**src/hw/rtl/sdti_pkg.sv**
```systemverilog
// ----------------------------------------------------------------------------
// sdti_pkg
// Shared types and constants for the sorted delta table insert unit.
// ----------------------------------------------------------------------------
package sdti_pkg;

    localparam int DEF_VECTOR_SIZE = 1024;
    localparam int DEF_DATA_WIDTH  = 64;

    localparam int ROW_W   = 40;
    localparam int VALUE_W = 64;
    localparam int SLOT_W  = 10;
    localparam int COUNT_W = 11;

    typedef struct packed {
        logic [ROW_W-1:0]          row_id;
        logic [ROW_W-1:0]          vector_base;
        logic signed [VALUE_W-1:0] new_value;
        logic                      is_null;
        logic                      end_of_batch;
    } t_in_item;

    typedef struct packed {
        logic [SLOT_W-1:0]         slot;
        logic                      was_new;
        logic [COUNT_W-1:0]        entry_count;
        logic signed [VALUE_W-1:0] minimum_seen;
        logic signed [VALUE_W-1:0] maximum_seen;
        logic                      out_of_range;
        logic                      batch_done;
    } t_out_item;

    typedef struct packed {
        logic                      en;
        logic signed [VALUE_W-1:0] value;
    } t_stat_upd;

endpackage

```
**src/hw/rtl/sdti_stats.sv**
```systemverilog
// ----------------------------------------------------------------------------
// sdti_stats
// Running minimum and maximum of the non-null values written to the table.
// ----------------------------------------------------------------------------
module sdti_stats #(
    parameter int DATA_WIDTH = sdti_pkg::DEF_DATA_WIDTH
) (
    input  logic                                 i_clk,
    input  logic                                 i_rst_n,
    input  sdti_pkg::t_stat_upd                  i_upd,
    output logic signed [sdti_pkg::VALUE_W-1:0]  o_min,
    output logic signed [sdti_pkg::VALUE_W-1:0]  o_max
);

    localparam int VALUE_W = sdti_pkg::VALUE_W;

    logic signed [DATA_WIDTH-1:0] r_min;
    logic signed [DATA_WIDTH-1:0] r_max;
    logic signed [DATA_WIDTH-1:0] upd_val;

    assign upd_val = i_upd.value[DATA_WIDTH-1:0];

    always_ff @(posedge i_clk) begin
        if (!i_rst_n) begin
            r_min <= {1'b0, {(DATA_WIDTH-1){1'b1}}};
            r_max <= {1'b1, {(DATA_WIDTH-1){1'b0}}};
        end else if (i_upd.en) begin
            if (upd_val < r_min) begin
                r_min <= upd_val;
            end
            if (upd_val > r_max) begin
                r_max <= upd_val;
            end
        end
    end

    assign o_min = VALUE_W'(r_min);
    assign o_max = VALUE_W'(r_max);

endmodule

```
**config.mk**
```make
export PLATFORM = sky130hd
export DESIGN_NAME = sdti_stats
export DESIGN_NICKNAME = d
export VERILOG_FILES = /design/src/hw/rtl/sdti_pkg.sv /design/src/hw/rtl/sdti_stats.sv
export SDC_FILE = /design/constraint.sdc
export NUM_CORES = 1
export LEC_CHECK = 0
export BUFFER_PORTS_ARGS = -buffer_cell sky130_fd_sc_hd__buf_2
export CORE_ASPECT_RATIO = 0.75
export CORE_MARGIN = 1
export CORE_UTILIZATION = 52
export CTS_CLUSTER_SIZE = 25
export DETAILED_ROUTE_END_ITERATION = 8
export GPL_TIMING_DRIVEN = 0
export PLACE_DENSITY = 0.78
export SYNTH_ARGS = -nofsm -noshare
export SYNTH_HDL_FRONTEND = slang
export SYNTH_SLANG_ARGS = --single-unit
export TNS_END_PERCENT = 10
```
**constraint.sdc**
```tcl
create_clock -name i_clk -period 7.9 [get_ports i_clk]
set_clock_uncertainty 0.05 [all_clocks]
set_input_delay 1.185 -clock i_clk [delete_from_list [all_inputs] [get_ports i_clk]]
set_output_delay 1.185 -clock i_clk [all_outputs]
set_load 0.1 [all_outputs]
```
Word level (Yosys, flattened, before mapping) --
Cells that the tools add are included.
Storage, ports and cells: bits in registers 128, latch bits 0, RAM bits 0, bits in read-only memories 0, input port bits 67, output and inout port bits 128, word-level logic and storage cells 6, memories kept 0
Operators by class: add/subtract/negate cells 0, multiply operators 0, divide/modulo/power cells 0, magnitude comparators 2, eq/ne operators 0, shift-type cells 0, mux-type cells 0, bitwise logic cells 0, reduce and logical (&&, ||, !) cells 2
Operators by type and width (count):
- $gt A64 B64 Y1 | 1
- $lt A64 B64 Y1 | 1
- $reduce_and A2 Y1 | 2

Depth between registers and ports, before layout --
Gate-level depths: netlist of run 1.
word-level depth 2, gate-level depth with buffers 12, mapped depth without buffers 10

Worst setup path after synthesis of run 1 --
No wires, ideal clock.
path kind input-to-reg, start input port i_upd[14] in the netlist's numbering, end register r_min[27], in the netlist o_min[27], library setup time 129 ps, arrival 3284 ps, data required time 7721 ps, path slack 4437 ps, stages 11, buffers on the path 2, cell sequence ha_1 nand4_1 nor3_1 or4b_1 a31oi_1 nor4_1 nor3_2 buf_4 buf_6 mux2i_1 nand2_1
Between the ends: longest elaborated chain between the ends 2
RTL lines:
- start: declaration | line sdti_stats.sv:10 | input sdti_pkg::t_stat_upd i_upd,
- $lt A64 B64 Y1 | line sdti_stats.sv:28 | if (upd_val < r_min) begin
- $reduce_and A2 Y1 (no line)
- end signal: assignment | line sdti_stats.sv:25 | r_min <= {1'b0, {(DATA_WIDTH-1){1'b1}}};
- end signal: assignment | line sdti_stats.sv:29 | r_min <= upd_val;
- end: declaration | line sdti_stats.sv:17 | logic signed [DATA_WIDTH-1:0] r_min;
No other way between the ends. A chain may end at the register's enable or synchronous reset.

Final worst setup path of run 1 --
start input port i_upd[43] in the netlist's numbering, end register r_min[48], in the netlist o_min[48]
The elaborated chain is that of the path after synthesis.

==> impl_metrics.csv, run 1 <==
group,metric,value,unit
grt,grtUsageTotal,0.2651,
cts,htreeDepth,4,
cts,post_cts_buffers,0,
logic_synthesis,syn_nets,1145,
layout,mostFrequentLayoutCells,"nand2_1 (227), buf_2 (201), inv_1 (136), dfxtp_1 (128), ha_1 (127)",
timing,setup_viol,0,
floorplan,start_util,0.5415,
floorplan,std_cell_rows,38,
logic_synthesis,yosys_register_bits,128,
layout,drive_gt1_frac,0.2015,
run_status,status,"completed",
timing,slew_headroom,0.4212,
place,hpwl,16070,um
logic_synthesis,synth_top_cell_by_area,"dfxtp_1",
layout,fin_util,0.6654,
floorplan,io_pins,195,
cts,root_buffer,"clkbuf_16",
drt,wirelength,20790,um
drt,wl_per_cell,15.11,um
logic_synthesis,synth_edf_count,0,
worst_setup_path,cp_max_fo,10,
logic_synthesis,synth_ff_type,"dfxtp_1",
logic_synthesis,ys_warn_count,0,
logic_synthesis,synth.avg_cell_area,8.393,um^2
timing,finalCritPeriodShare,0.5260,
logic_synthesis,synth_seq_area_share,0.3211,
floorplan,die_w,145.1,um
timing,fin_ws,3.744,ns
floorplan,fp.dieArea,0.01585,mm^2
worst_setup_path,path_class,"in -> reg",
timing,worst_slew_pin_slew,0.8602,ns
layout,syn_to_final_growth,22.87,%
drt,dr.first_iter.drc_count,393,
timing,hold_violations,0,
drt,drc,0,
power_and_ir_drop,switching_share,0.4713,
place,place_ws,3.289,ns
worst_setup_path,crit_arrival,4.38,ns
drt,antenna_left,0,
worst_hold_path,holdPathStages,2,
grt,grt_pass1_wl,33270,um
place,gp_congestion,0.8767,
worst_setup_path,r2r_cells,12,
logic_synthesis,synth_top_area_share,0.3211,
layout,nets,1357,
cts,path_clk_slew,0.06,ns
layout,final_common_cell,"nand2_1",
power_and_ir_drop,power_density,306.7,mW/mm^2
power_and_ir_drop,clkPwrFrac,0.271,
cts,cts_inserted_buffers,17,
timing,min_period,4.156,ns
layout,multiInputGateArea,0.004737,mm^2
timing,rsz0062_at_grt,"no",
power_and_ir_drop,ir_drop,199.9,uV
logic_synthesis,syn-instance-count,951,
worst_setup_path,critPathCaptureType,"register",
drt,first_pass_iters,5,
grt,antenna_found_initial,0,
timing,timing.fmax,240.6,MHz
floorplan,core,0.01474,mm^2
cts,cts_tree,"done",
logic_synthesis,async_reset_ff_frac,0,
drt,dr_total_vias,7184,
worst_setup_path,cp.required,8.13,ns
layout,final-seq-area,0.002562,mm^2
logic_synthesis,synth_cell_types,44,
cts,clock_latency,0.42,ns
grt,grt_max_degree,17,
worst_setup_path,crit_path_start_kind,"input port",
cts,clkSinkCount,128,
layout,n_antenna_cell,0,
power_and_ir_drop,combPwrFrac,0.458,
floorplan,dieHeight,109.3,um
power_and_ir_drop,p_switching,1.418,mW
run,maxCapViolCount,0,
timing,tns,0,ns
timing,drv_slew,0,
logic_synthesis,synthTopCellsByArea,"dfxtp_1 (32%), ha_1 (20%), mux2i_1 (16%)",
layout,fillCellCount,1272,
cts,clk_path_buf_depth,2,
timing,holdWs,0.4207,ns
logic_synthesis,netlist_area,0.007981,mm^2
place,io_buffers,193,
worst_hold_path,hp-class,"reg -> reg",
grt,grt_pass1_vias,6581,
grt,grt_overflow,0,
power_and_ir_drop,leakage,5.296,nW
cts,hold_buffers,0,
worst_setup_path,r2r_slack,4.26,ns
drt,viasPerCell,5.221,
power_and_ir_drop,pwr-share-seq,0.271,
power_and_ir_drop,internal-power,1.590,mW
cts,cts-resized-gates,0,
-- synthesized netlist by cell type, types with 2 or more instances --
master and n:
nand2_1 227, inv_1 136, dfxtp_1 128, ha_1 127, mux2i_1 125, a21oi_1 48, clkbuf_1 21, nand4_1 19
o21ai_0 17, nand3_1 10, nor2_1 10, a21o_1 9, buf_2 8, nor3_1 6, o211ai_1 6, nor4_1 5
o21a_1 5, a31oi_1 4, buf_6 4, a21boi_0 3, a311oi_1 3, and4_1 3, nand2b_1 3, a211oi_1 2
a221oi_1 2, nor2b_1 2
-- logic make-up after synthesis --
| family | count (synthesis) | share of synthesized area |
|---|---|---|
| fa+ha+maj | 127 | 0.1991 |
| buf+inv | 170 | 0.08544 |
| mux | 125 | 0.1568 |
| simple gates | 292 | 0.1546 |
| flops | 128 | 0.3211 |
| compound gates | 109 | 0.08309 |
-- power groups by stage --
| stage | registers (mW) | clock network [mW] | logic [mW] |
|---|---|---|---|
| 6_report | 0.814 | 0.816 | 1.38 |
| 4_1_cts | 0.813 | 0.819 | 1.38 |
| 5_1_grt | 0.826 | 0.847 | 1.47 |
| 3_3_place_gp | 0.824 | 0 | 1.35 |
| 3_5_place_dp | 0.826 | 0 | 1.37 |
| 2_1_floorplan | 1.48 | 0 | 0.463 |
-- final timing paths --
check | startpoint | endpoint
max | i_upd[43] | o_min[48]
min reg2reg | o_min[63] | o_min[63]
min | o_min[63] | o_min[63]
max reg2reg | o_min[43] | o_min[48]
-- registers in the layout, summed over array words and instances (netlist names) --
name   cells
o_max     64
o_min     64
-- final cells by class --
cell class | instances | share of cell area
inverters | 136 | 0.05205
clock inverters | 9 | 0.01340
flip-flops and latches | 128 | 0.2613
plain buffers | 34 | 0.01748
well taps | 200 | 0.02552
clock buffers | 23 | 0.04874
repair buffers | 193 | 0.09849
multi-input cells | 653 | 0.4830
-- routing by layer --
layer  wire length (um)  vias up  part of all wire  GRT usage
met5                  0        -                 0          0
met4                261        0             0.013    0.07293
met3               1360       25             0.065    0.05145
met2               8932      217              0.43     0.4124
met1              10240     3312              0.49     0.3751
li1                   -     3630                 -          -
-- stage by stage --
| step | instances | total power [mW] | cell area [um^2] |
|---|---|---|---|
| finish | 1376 | 3.008 | 9807 |
| CTS | 1376 | 3.013 | 9807 |
| global placement | 1344 | 2.173 | 9198 |
| global route | 1376 | 3.140 | 9807 |
| detailed placement | 1344 | 2.195 | 9198 |
| floorplan | 951 | 1.946 | 7981 |
-- critical path, stage by stage --
cell and delay [ns]:
buf_2 0.13, ha_1 0.32, nand4_1 0.18, nor4_1 0.78, nand4_1 0.28, a31oi_1 0.30, nor4_1 0.09, nor3_2 0.27
buf_4 0.32, buf_6 0.22, mux2i_1 0.22, nand2_1 0.07
No activity file was read; power rests on OpenSTA's default activity.
==> run 2: changes to the inputs <==
--- a/config.mk
+++ b/config.mk
@@ -8,11 +8,11 @@
 export BUFFER_PORTS_ARGS = -buffer_cell sky130_fd_sc_hd__buf_2
 export CORE_ASPECT_RATIO = 0.75
 export CORE_MARGIN = 1
-export CORE_UTILIZATION = 52
+export CORE_UTILIZATION = 49
 export CTS_CLUSTER_SIZE = 25
 export DETAILED_ROUTE_END_ITERATION = 8
 export GPL_TIMING_DRIVEN = 0
-export PLACE_DENSITY = 0.78
+export PLACE_DENSITY = 0.77
 export SYNTH_ARGS = -nofsm -noshare
 export SYNTH_HDL_FRONTEND = slang
 export SYNTH_SLANG_ARGS = --single-unit
==> constraint.sdc (replaced) <==
create_clock -name i_clk -period 3.4 [get_ports i_clk]
set_clock_uncertainty 0.05 [all_clocks]
set_input_delay 0.51 -clock i_clk [delete_from_list [all_inputs] [get_ports i_clk]]
set_output_delay 0.51 -clock i_clk [all_outputs]
set_load 0.1 [all_outputs]
==> run 2 against run 1 <==
Effect of this change:
- cell area is 0.13% lower
- via count is 0.79% higher
- sequential power is 130% higher
- utilization is 5.2 points lower
- global-route usage is 0.78 points lower
- critical endpoint is now o_max[50]
- largest power group unchanged
==> impl_metrics.csv, run 2 (synthesis results as in run 1) <==
group,metric,value,unit
layout,finalInstanceArea,0.009794,mm^2
place,io_buffers,193,
timing,min_period,3.202,ns
power_and_ir_drop,ir_drop,454.5,uV
power_and_ir_drop,combPwrFrac,0.474,
worst_setup_path,crit_top_cell,"nand4_1",
timing,drv_slew,0,
power_and_ir_drop,pwr-share-seq,0.279,
cts,clock_latency,0.42,ns
worst_setup_path,crit_chain,"inv_1, ha_1, nand4_1, or3_1, nor3_1, nand4_1, a31oi_1, o211ai_1, nand2_4, buf_2, mux2i_1",
floorplan,dieHeight,112.5,um
worst_setup_path,critPathCaptureType,"register",
cts,clk_path_buf_depth,2,
layout,n_antenna_cell,0,
timing,slew_headroom,0.5876,
timing,hold_violations,0,
run,maxCapViolCount,0,
cts,path_clk_slew,0.06,ns
drt,first_pass_iters,5,
place,post_dp_cell_area,0.009210,mm^2
worst_setup_path,cp_max_fo,10,
timing,fin_ws,0.1980,ns
cts,hold_buffers,0,
cts,htreeDepth,4,
cts,clkSinkCount,128,
grt,grt_pass1_vias,6777,
worst_setup_path,crit_family,"simple AND/OR/NAND/NOR gates",
worst_setup_path,max_stage_delay,0.45,ns
grt,grt_pass1_wl,33880,um
grt,grt_overflow,0,
power_and_ir_drop,power_density,692.5,mW/mm^2
power_and_ir_drop,p_switching,3.291,mW
drt,antenna_left,0,
cts,root_buffer,"clkbuf_16",
floorplan,fp.dieArea,0.01681,mm^2
layout,fin_util,0.6135,
floorplan,start_util,0.4999,
power_and_ir_drop,clkPwrFrac,0.246,
layout,nets,1359,
cts,cts_tree,"done",
layout,drive_gt1_frac,0.2039,
layout,mostFrequentLayoutCells,"nand2_1 (227), buf_2 (199), inv_1 (136), dfxtp_1 (128), ha_1 (127)",
layout,final_common_cell,"nand2_1",
place,gp_congestion,0.8637,
drt,wirelength,21020,um
timing,worst_slew_pin_slew,0.6186,ns
power_and_ir_drop,switching_share,0.4852,
worst_setup_path,crit_buf_inv,2,
place,dp.cells,1354,
power_and_ir_drop,internal-power,3.492,mW
worst_setup_path,crit_path_start_kind,"register",
worst_setup_path,path_class,"reg -> reg",
drt,wl_per_cell,15.15,um
floorplan,std_cell_rows,40,
drt,drc,0,
place,place_ws,-0.6902,ns
power_and_ir_drop,total_power,6.783,mW
worst_setup_path,cp_slowest_cell,"or3_1",
timing,setup_viol,0,
timing,holdWs,0.3080,ns
timing,finalCritPeriodShare,0.9418,
grt,grtUsageTotal,0.2574,
floorplan,io_pins,195,
drt,viasPerCell,5.221,
cts,cts_inserted_buffers,17,
worst_setup_path,crit_arrival,3.49,ns
floorplan,die_w,149.4,um
run_status,status,"completed",
drt,dr_total_vias,7241,
place,hpwl,16360,um
grt,grt_max_degree,17,
timing,tns,0,ns
drt,dr.first_iter.drc_count,328,
floorplan,core,0.01597,mm^2
worst_hold_path,hp-class,"in -> reg",
worst_setup_path,cp.required,3.69,ns
grt,antenna_found_initial,0,
layout,layout.cells.non_filler,1387,
layout,syn_to_final_growth,22.72,%
timing,rsz0062_at_grt,"no",
timing,timing.fmax,312.3,MHz
power_and_ir_drop,leakage,5.296,nW
run 2: changes by cell type in the layout (fill, tap and decap cells not counted), sizes merged:
cell,delta
clkbuf,+4
bufinv,-3
clkinv,+2
clkinvlp,-2
run 2: power by group through the flow:
stage / Sequential, mW / Combinational, mW / Clock [mW]
global placement: 1.92 / 3.14 / 0
floorplan: 3.45 / 1.07 / 0
finish: 1.90 / 3.22 / 1.67
detailed placement: 1.92 / 3.19 / 0
CTS: 1.89 / 3.21 / 1.69
global route: 1.92 / 3.42 / 1.77
run 2: worst paths after layout:
path | cells past startpoint | slack [ns] | startpoint | endpoint
max | 11 | 0.20 | o_max[45] | o_max[50]
min | 3 | 0.31 | i_upd[21] | o_min[21]
max reg2reg | 11 | 0.20 | o_max[45] | o_max[50]
min reg2reg | 2 | 0.41 | o_max[39] | o_max[39]
run 2: repair_timing:
item | in CTS | in global routing
buffers inserted | 1 | 1
gates resized for setup | 2 | 6
setup endpoints to repair | 64 | 99
pin swaps | 1 | 2
run 2: layer usage:
metal | wire [um] | global-route usage | vias up
li1 | - | - | 3630
met1 | 10280 | 0.3581 | 3396
met2 | 9244 | 0.4015 | 202
met3 | 1318 | 0.05407 | 13
met4 | 171 | 0.06667 | 0
met5 | 0 | 0 | -
run 2: worst register-to-register path: cells and delay by family (launching register included):
kind,cells,cell delay [ns]
AOI/OAI and AO/OA,2,0.50
adders and majority gates,1,0.29
buffers and inverters,2,0.40
DFF,1,0.35
muxes,1,0.25
and+or+nand+nor,5,1.28
run 2: final cells by class:
type                       count  area, um^2
tap                          210       262.8
sequential                   128        2562
clock buffer                  25       495.5
inverter                     136       510.5
fill                        1419        6171
clock inverter                 6       32.53
buffer                        34       180.2
timing repair buffer         195       980.9
multi-input combinational    653        4770
